<file path="config.mk">
export PLATFORM = sky130hd
export DESIGN_NAME = aad_div
export DESIGN_NICKNAME = d
export VERILOG_FILES = /design/src/aad_pkg.sv /design/src/aad_div.sv
export SDC_FILE = /design/constraint.sdc
export NUM_CORES = 1
export LEC_CHECK = 0
export ABC_CLOCK_PERIOD_IN_PS = 2700
export BUFFER_PORTS_ARGS = -buffer_cell sky130_fd_sc_hd__buf_4
export CORE_MARGIN = 1.5
export CORE_UTILIZATION = 47
export DETAILED_ROUTE_END_ITERATION = 12
export HOLD_SLACK_MARGIN = 0.05
export PLACE_DENSITY = 0.7
export SYNTH_ARGS = -nofsm -noshare
export SYNTH_HDL_FRONTEND = slang
export SYNTH_SLANG_ARGS = --single-unit
export TNS_END_PERCENT = 100
</file>
<file path="constraint.sdc">
create_clock -name clk -period 2.7 [get_ports clk]
set_input_delay 0 -clock clk [delete_from_list [all_inputs] [get_ports clk]]
set_output_delay 0 -clock clk [all_outputs]
set_load 0.01 [all_outputs]
</file>
<file path="src/aad_pkg.sv">
`timescale 1ns / 1ps
// ----------------------------------------------------------------------------
// aad_pkg
// Shared widths, codes and types for the area-average downscaler.
// ----------------------------------------------------------------------------
package aad_pkg;

  localparam int PIX_W     = 8;
  localparam int SUM_W     = 33;
  localparam int WGT_W     = 25;
  localparam int IN_DIM_W  = 13;
  localparam int OUT_DIM_W = 9;
  localparam int SPLIT_W   = 2 * OUT_DIM_W;
  localparam int PROD_W    = PIX_W + SPLIT_W;
  localparam int CNT_W     = 22;
  localparam int PADDR_W   = 4;
  localparam int PDATA_W   = 32;

  localparam logic CMD_ACCUM = 1'b0;
  localparam logic CMD_READ  = 1'b1;

  typedef enum logic [1:0] {
    REG_IN_WIDTH   = 2'd0,
    REG_IN_HEIGHT  = 2'd1,
    REG_OUT_WIDTH  = 2'd2,
    REG_OUT_HEIGHT = 2'd3
  } reg_idx_t;

  typedef struct packed {
    logic [SUM_W-1:0] s0;
    logic [SUM_W-1:0] s1;
    logic [SUM_W-1:0] s2;
    logic [WGT_W-1:0] w;
  } aad_entry_t;

endpackage

</file>
<file path="src/aad_div.sv">
`timescale 1ns / 1ps
// ----------------------------------------------------------------------------
// aad_div
// Restoring divider, one quotient bit per cycle; keeps the low quotient byte.
// ----------------------------------------------------------------------------
module aad_div
  import aad_pkg::*;
(
  input  logic             clk,
  input  logic             rst_n,
  input  logic             start,
  input  logic [SUM_W-1:0] dividend,
  input  logic [WGT_W-1:0] divisor,
  output logic             done,
  output logic [PIX_W-1:0] quot
);

  localparam int STEP_W = $clog2(SUM_W);

  logic              busy_r;
  logic              done_r;
  logic [STEP_W-1:0] cnt_r;
  logic [SUM_W-1:0]  dvd_r;
  logic [WGT_W-1:0]  dvs_r;
  logic [WGT_W-1:0]  rem_r;
  logic [PIX_W-1:0]  q_r;

  logic [WGT_W:0]    trial;
  logic [WGT_W:0]    diff;
  logic              ge;
  logic [WGT_W-1:0]  rem_nxt;

  always_comb begin
    trial   = {rem_r, dvd_r[SUM_W-1]};
    diff    = trial - {1'b0, dvs_r};
    ge      = (trial >= {1'b0, dvs_r});
    rem_nxt = ge ? diff[WGT_W-1:0] : trial[WGT_W-1:0];
  end

  always_ff @(posedge clk) begin
    if (!rst_n) begin
      busy_r <= 1'b0;
      done_r <= 1'b0;
      cnt_r  <= '0;
    end else begin
      done_r <= 1'b0;
      if (start && !busy_r) begin
        busy_r <= 1'b1;
        cnt_r  <= '0;
        dvd_r  <= dividend;
        dvs_r  <= divisor;
        rem_r  <= '0;
        q_r    <= '0;
      end else if (busy_r) begin
        rem_r <= rem_nxt;
        dvd_r <= {dvd_r[SUM_W-2:0], 1'b0};
        q_r   <= {q_r[PIX_W-2:0], ge};
        if (cnt_r == STEP_W'(SUM_W - 1)) begin
          busy_r <= 1'b0;
          done_r <= 1'b1;
        end else begin
          cnt_r <= cnt_r + 1'b1;
        end
      end
    end
  end

  assign done = done_r;
  assign quot = q_r;

endmodule

</file>
* Word-level counts from Yosys, hierarchy flattened
Index checks and enable logic that the tools add are counted.
Storage, ports and cells: input bits 61, bits in registers 99, logic and storage cells 31, output and inout bits 9
Operators by class: muxes and demuxes 9, bitwise logic cells 3, reduce and logical (&&, ||, !) cells 8, eq/ne operators 1, order comparisons 1, add/sub/neg operators 2
Operator list (count):
- $mux W33 | 2
- $mux W25 | 2
- $ge A26 B25 Y1 | 1
- $sub A25 B25 Y25 | 1
- $mux W8 | 1
- $add A6 B1 Y6 const B | 1
- $eq A6 B6 Y1 const B | 1
- $reduce_and A2 Y1 | 3
- $mux W1 | 4
- $not A1 Y1 | 3
- $reduce_or A3 Y1 | 1
- $reduce_bool A2 Y1 | 1
- $reduce_or A2 Y1 | 1
- $logic_and A1 B1 Y1 | 1
- $logic_not A1 Y1 | 1

* Logic depth before layout (Yosys ltp)
depth in word-level cells 4, mapped depth 13, mapped depth without buffers 11

* Worst setup path after synthesis
No wires, ideal clock.
path kind register to register, start point register dvd_r[32], end point register rem_r[23], data pin, setup slack -0.136 ns, cell stages (with the launch flop) 13, path buffers 1, required time 2.434 ns, period minus slack after synthesis 2.836 ns, library setup time 0.266 ns, data arrival time 2.570 ns, cell sequence edfxtp_1 -> inv_1 -> ha_1 -> inv_1 -> fa_1 -> a21o_1 -> a221o_1 -> a211oi_4 -> o221ai_2 -> or2_4 -> buf_6 -> o21ai_0 -> a211oi_2
Between the ends: word-level cells in the longest chain between the ends 3, elaborated cells on any way between the ends 4, those cells by class 1 x add/sub; 1 x order compare; 2 x mux
Ends and longest elaborated chain:
- start, declared | RTL line aad_div.sv:23 | logic [SUM_W-1:0] dvd_r;
- start signal, assigned | RTL line aad_div.sv:50 | dvd_r <= dividend;
- start signal, assigned | RTL line aad_div.sv:56 | dvd_r <= {dvd_r[SUM_W-2:0], 1'b0};
- $sub A25 B25 Y25 or $ge A26 B25 Y1 (tied branches) | RTL line aad_div.sv:35, aad_div.sv:36
- $mux W25 (*) | RTL line aad_div.sv:37 | rem_nxt = ge ? diff[WGT_W-1:0] : trial[WGT_W-1:0];
- $mux W25 (*) | RTL line aad_div.sv:54 | end else if (busy_r) begin
- end signal, assigned | RTL line aad_div.sv:55 | rem_r <= rem_nxt;
- end, declared | RTL line aad_div.sv:25 | logic [WGT_W-1:0] rem_r;
Every way passes the cells marked *; elsewhere a longest branch is shown, timed or not. The select of a mux whose other input is x is not followed. A chain may end at the register's enable or synchronous reset.

* Final worst setup path
start point register dvd_r[32], end point register rem_r[2], data pin
Same word-level chain as after synthesis.

==> out/results.tsv <==
metric	value	unit
insertion_delay	0.38	ns
clock_tree.buffer_depth	2	
rr_worst_depth	12	
whs	0.0931	ns
crit_path_end_kind	register	
viasPerCell	5.27	
grt_pass1_wl	19300	um
slew_headroom	60.0	%
synth_cells	513	
rr_startpoint	dvd_r[32]	
cp_max_fo	7	
grt_max_degree	67	
ys_ff_latch	99	
routedWlPerCell	14.9	um
cp_data_required_time	2.82	ns
firstDrtPassIters	4	
io_pins	70	
arrival	3.15	ns
crit_path_end	rem_r[2]	
grt_pass1_vias	4209	
synth_nets	602	
final.setup_skew	0.0145	ns
num_antenna_cells	0	
h-tree-depth	3	
coreArea	0.0108	mm^2
gp_congestion	0.890	
cts_tree	done	
synthFlopType	edfxtp_1	
hold_viol	0	
routed_wl	12200	um
leakage	3.03	nW
synth.avg_cell_area	10.2	um^2
ir_drop	0.000338	V
netlist_area	0.00525	mm^2
die_width	109	um
num_vias	4324	
period_minus_slack	3.03	ns
ant_nets	0	
crit_path_start	dvd_r[32]	
fmax	330	MHz
synth_cell_types	50	
die_area	0.0118	mm^2
path_clk_slew	0.09	ns
tightest_slew	0.599	ns
pre_cts_ws	-0.255	ns
nFillCells	848	
period_share	112	%
worst_setup_path_start_kind	register	
grt.overflow.total	0	
synth_top_area_share	52.1	%
violations	negative setup slack	
initial_core_util	48.4	%
total_power	4.06	mW
hold_depth	3	
die_height	109	um
syn_to_final_growth	36.1	%
cts_made_buffers	9	
setup.worst_path.class	reg2reg	
dp_hpwl	7610	um
drcViolationCount	0	
rsz0062_at_grt	true	
fin_nets	764	
drt_iter0_drc	319	
grtUsageTotal	21.3	%
synth-edff-count	91	
r2r_slack	-0.33	ns
io_buffers	69	
clock-sinks	99	
drive_gt1_share	23.7	%
synthTopCellsByArea	edfxtp_1, nand2_1, ha_1	
async_reset_ff_share	0	%
hold_class	in2reg	
finalWorstSetupSlack	-0.330	ns
rows	38	
maxCapViolCount	0	
r2r-end	rem_r[2]	
antenna_found_initial	0	
finalSetupViolCount	26	
power_density	569	mW/mm^2
synth_top_cell_by_area	edfxtp_1	
status	finished with violations	
clockRootBuffer	clkbuf_8	
drv_slew	0	
synth_seq_area_share	55.1	%
yosys_warnings	0	
cells in the mapped netlist (2+ instances only):
cell	number
buf_6	2
or3_1	4
o31ai_1	3
a21o_1	7
a21oi_1	38
and3_1	4
edfxtp_1	91
clkbuf_1	11
nand3b_1	2
nor3_1	6
o21bai_1	3
or2_2	2
buf_2	3
nand2_1	135
nor4_1	3
nand2b_1	5
nand3_1	16
o211ai_1	3
dfxtp_1	8
a221o_1	2
ha_1	27
xor2_1	11
xnor2_1	11
nand4_1	3
nor2_1	17
and2_1	13
nor3b_1	3
a211oi_1	6
inv_1	33
o21ai_0	21
layer usage:
layer / share of wire (%) / global-route usage (%)
met1: 43 / 27.1
met2: 50 / 35.4
met5: 0 / 0
met3: 4.1 / 4.36
met4: 2.7 / 8.74
cell type report:
cell class	instances	area (um^2)	area share (%)
clock buffers	9	124	1.73
clock inverters	7	100	1.40
inverters	33	124	1.73
multi-input cells	366	2290	32.0
flip-flops and latches	99	2890	40.5
well taps	140	175	2.45
repair buffers	166	1440	20.1
critical path, stage by stage, from the launching register on:
cell,delay (ns)
edfxtp_1,0.42
inv_2,0.09
ha_4,0.13
inv_2,0.04
fa_2,0.38
a21o_1,0.21
a221o_1,0.38
a211oi_4,0.36
o221ai_4,0.17
buf_6,0.15
or2_4,0.29
nor2_1,0.11
a211oi_1,0.06
metrics by stage:
stage | TNS [ns] | util, % | cells | area (um^2)
3_3_place_gp | -2.22 | 56.5 | 736 | 6120
5_1_grt | -8.82 | 65.9 | 820 | 7140
4_1_cts | -2.93 | 64.6 | 816 | 7010
6_report | -6.76 | 65.9 | 820 | 7140
2_1_floorplan | -0.828 | - | 513 | 5250
3_5_place_dp | -4.38 | 56.5 | 736 | 6120
repair_timing:
item / CTS / global route
pin swaps: 11 / 19
hold endpoints to repair: 66 / 0
cloned: 2 / 0
hold buffers: 59 / 0
gates resized for setup: 10 / 30
setup buffers: 3 / 4
endpoints found under the setup margin: 26 / 26
power by group:
part	internal [mW]	total [mW]	switching, mW
clock network	0.526	1.07	0.541
logic	0.535	1.11	0.571
registers	1.83	1.89	0.0561
how the worst min path moves through the flow:
| stage | start | end | slack (ns) |
|---|---|---|---|
| 2_1_floorplan | divisor[0] | dvs_r[0] | 0.1 |
| 3_3_place_gp | divisor[13] | dvs_r[13] | 0.18 |
| 3_5_place_dp | divisor[18] | dvs_r[18] | 0.18 |
| 4_1_cts | start | busy_r | 0.08 |
| 5_1_grt | start | busy_r | 0.12 |
| 6_report | start | busy_r | 0.09 |
cells in the final DEF (no fill, tap or decap), types with 11 or more instances in the layout:
cell type	netlist	final
edfxtp_1	91	91
and2_1	13	13
dlygate4sd3_1	0	59
a21oi_1	38	34
o21ai_0	21	15
nand3_1	16	15
nand2_1	135	131
xnor2_1	11	11
nor2_1	17	14
inv_1	33	30
buf_4	1	101
ha_1	27	26
xor2_1	11	11
logic make-up after synthesis:
group	count (synthesis)	synth area share, %
xor+xnor	22	3.67
fa+ha+maj	28	6.82
mux	1	0.191
compound gates	95	11.6
buf+inv	50	4.01
simple gates	218	18.6
flops	99	55.1
sequential cells by signal, indices dropped and copies added (netlist names):
signal  cells
busy_r      1
cnt_r       6
done        1
dvd_r      33
dvs_r      25
quot        8
rem_r      25
Note: power is estimated with default switching activity, not from simulation.
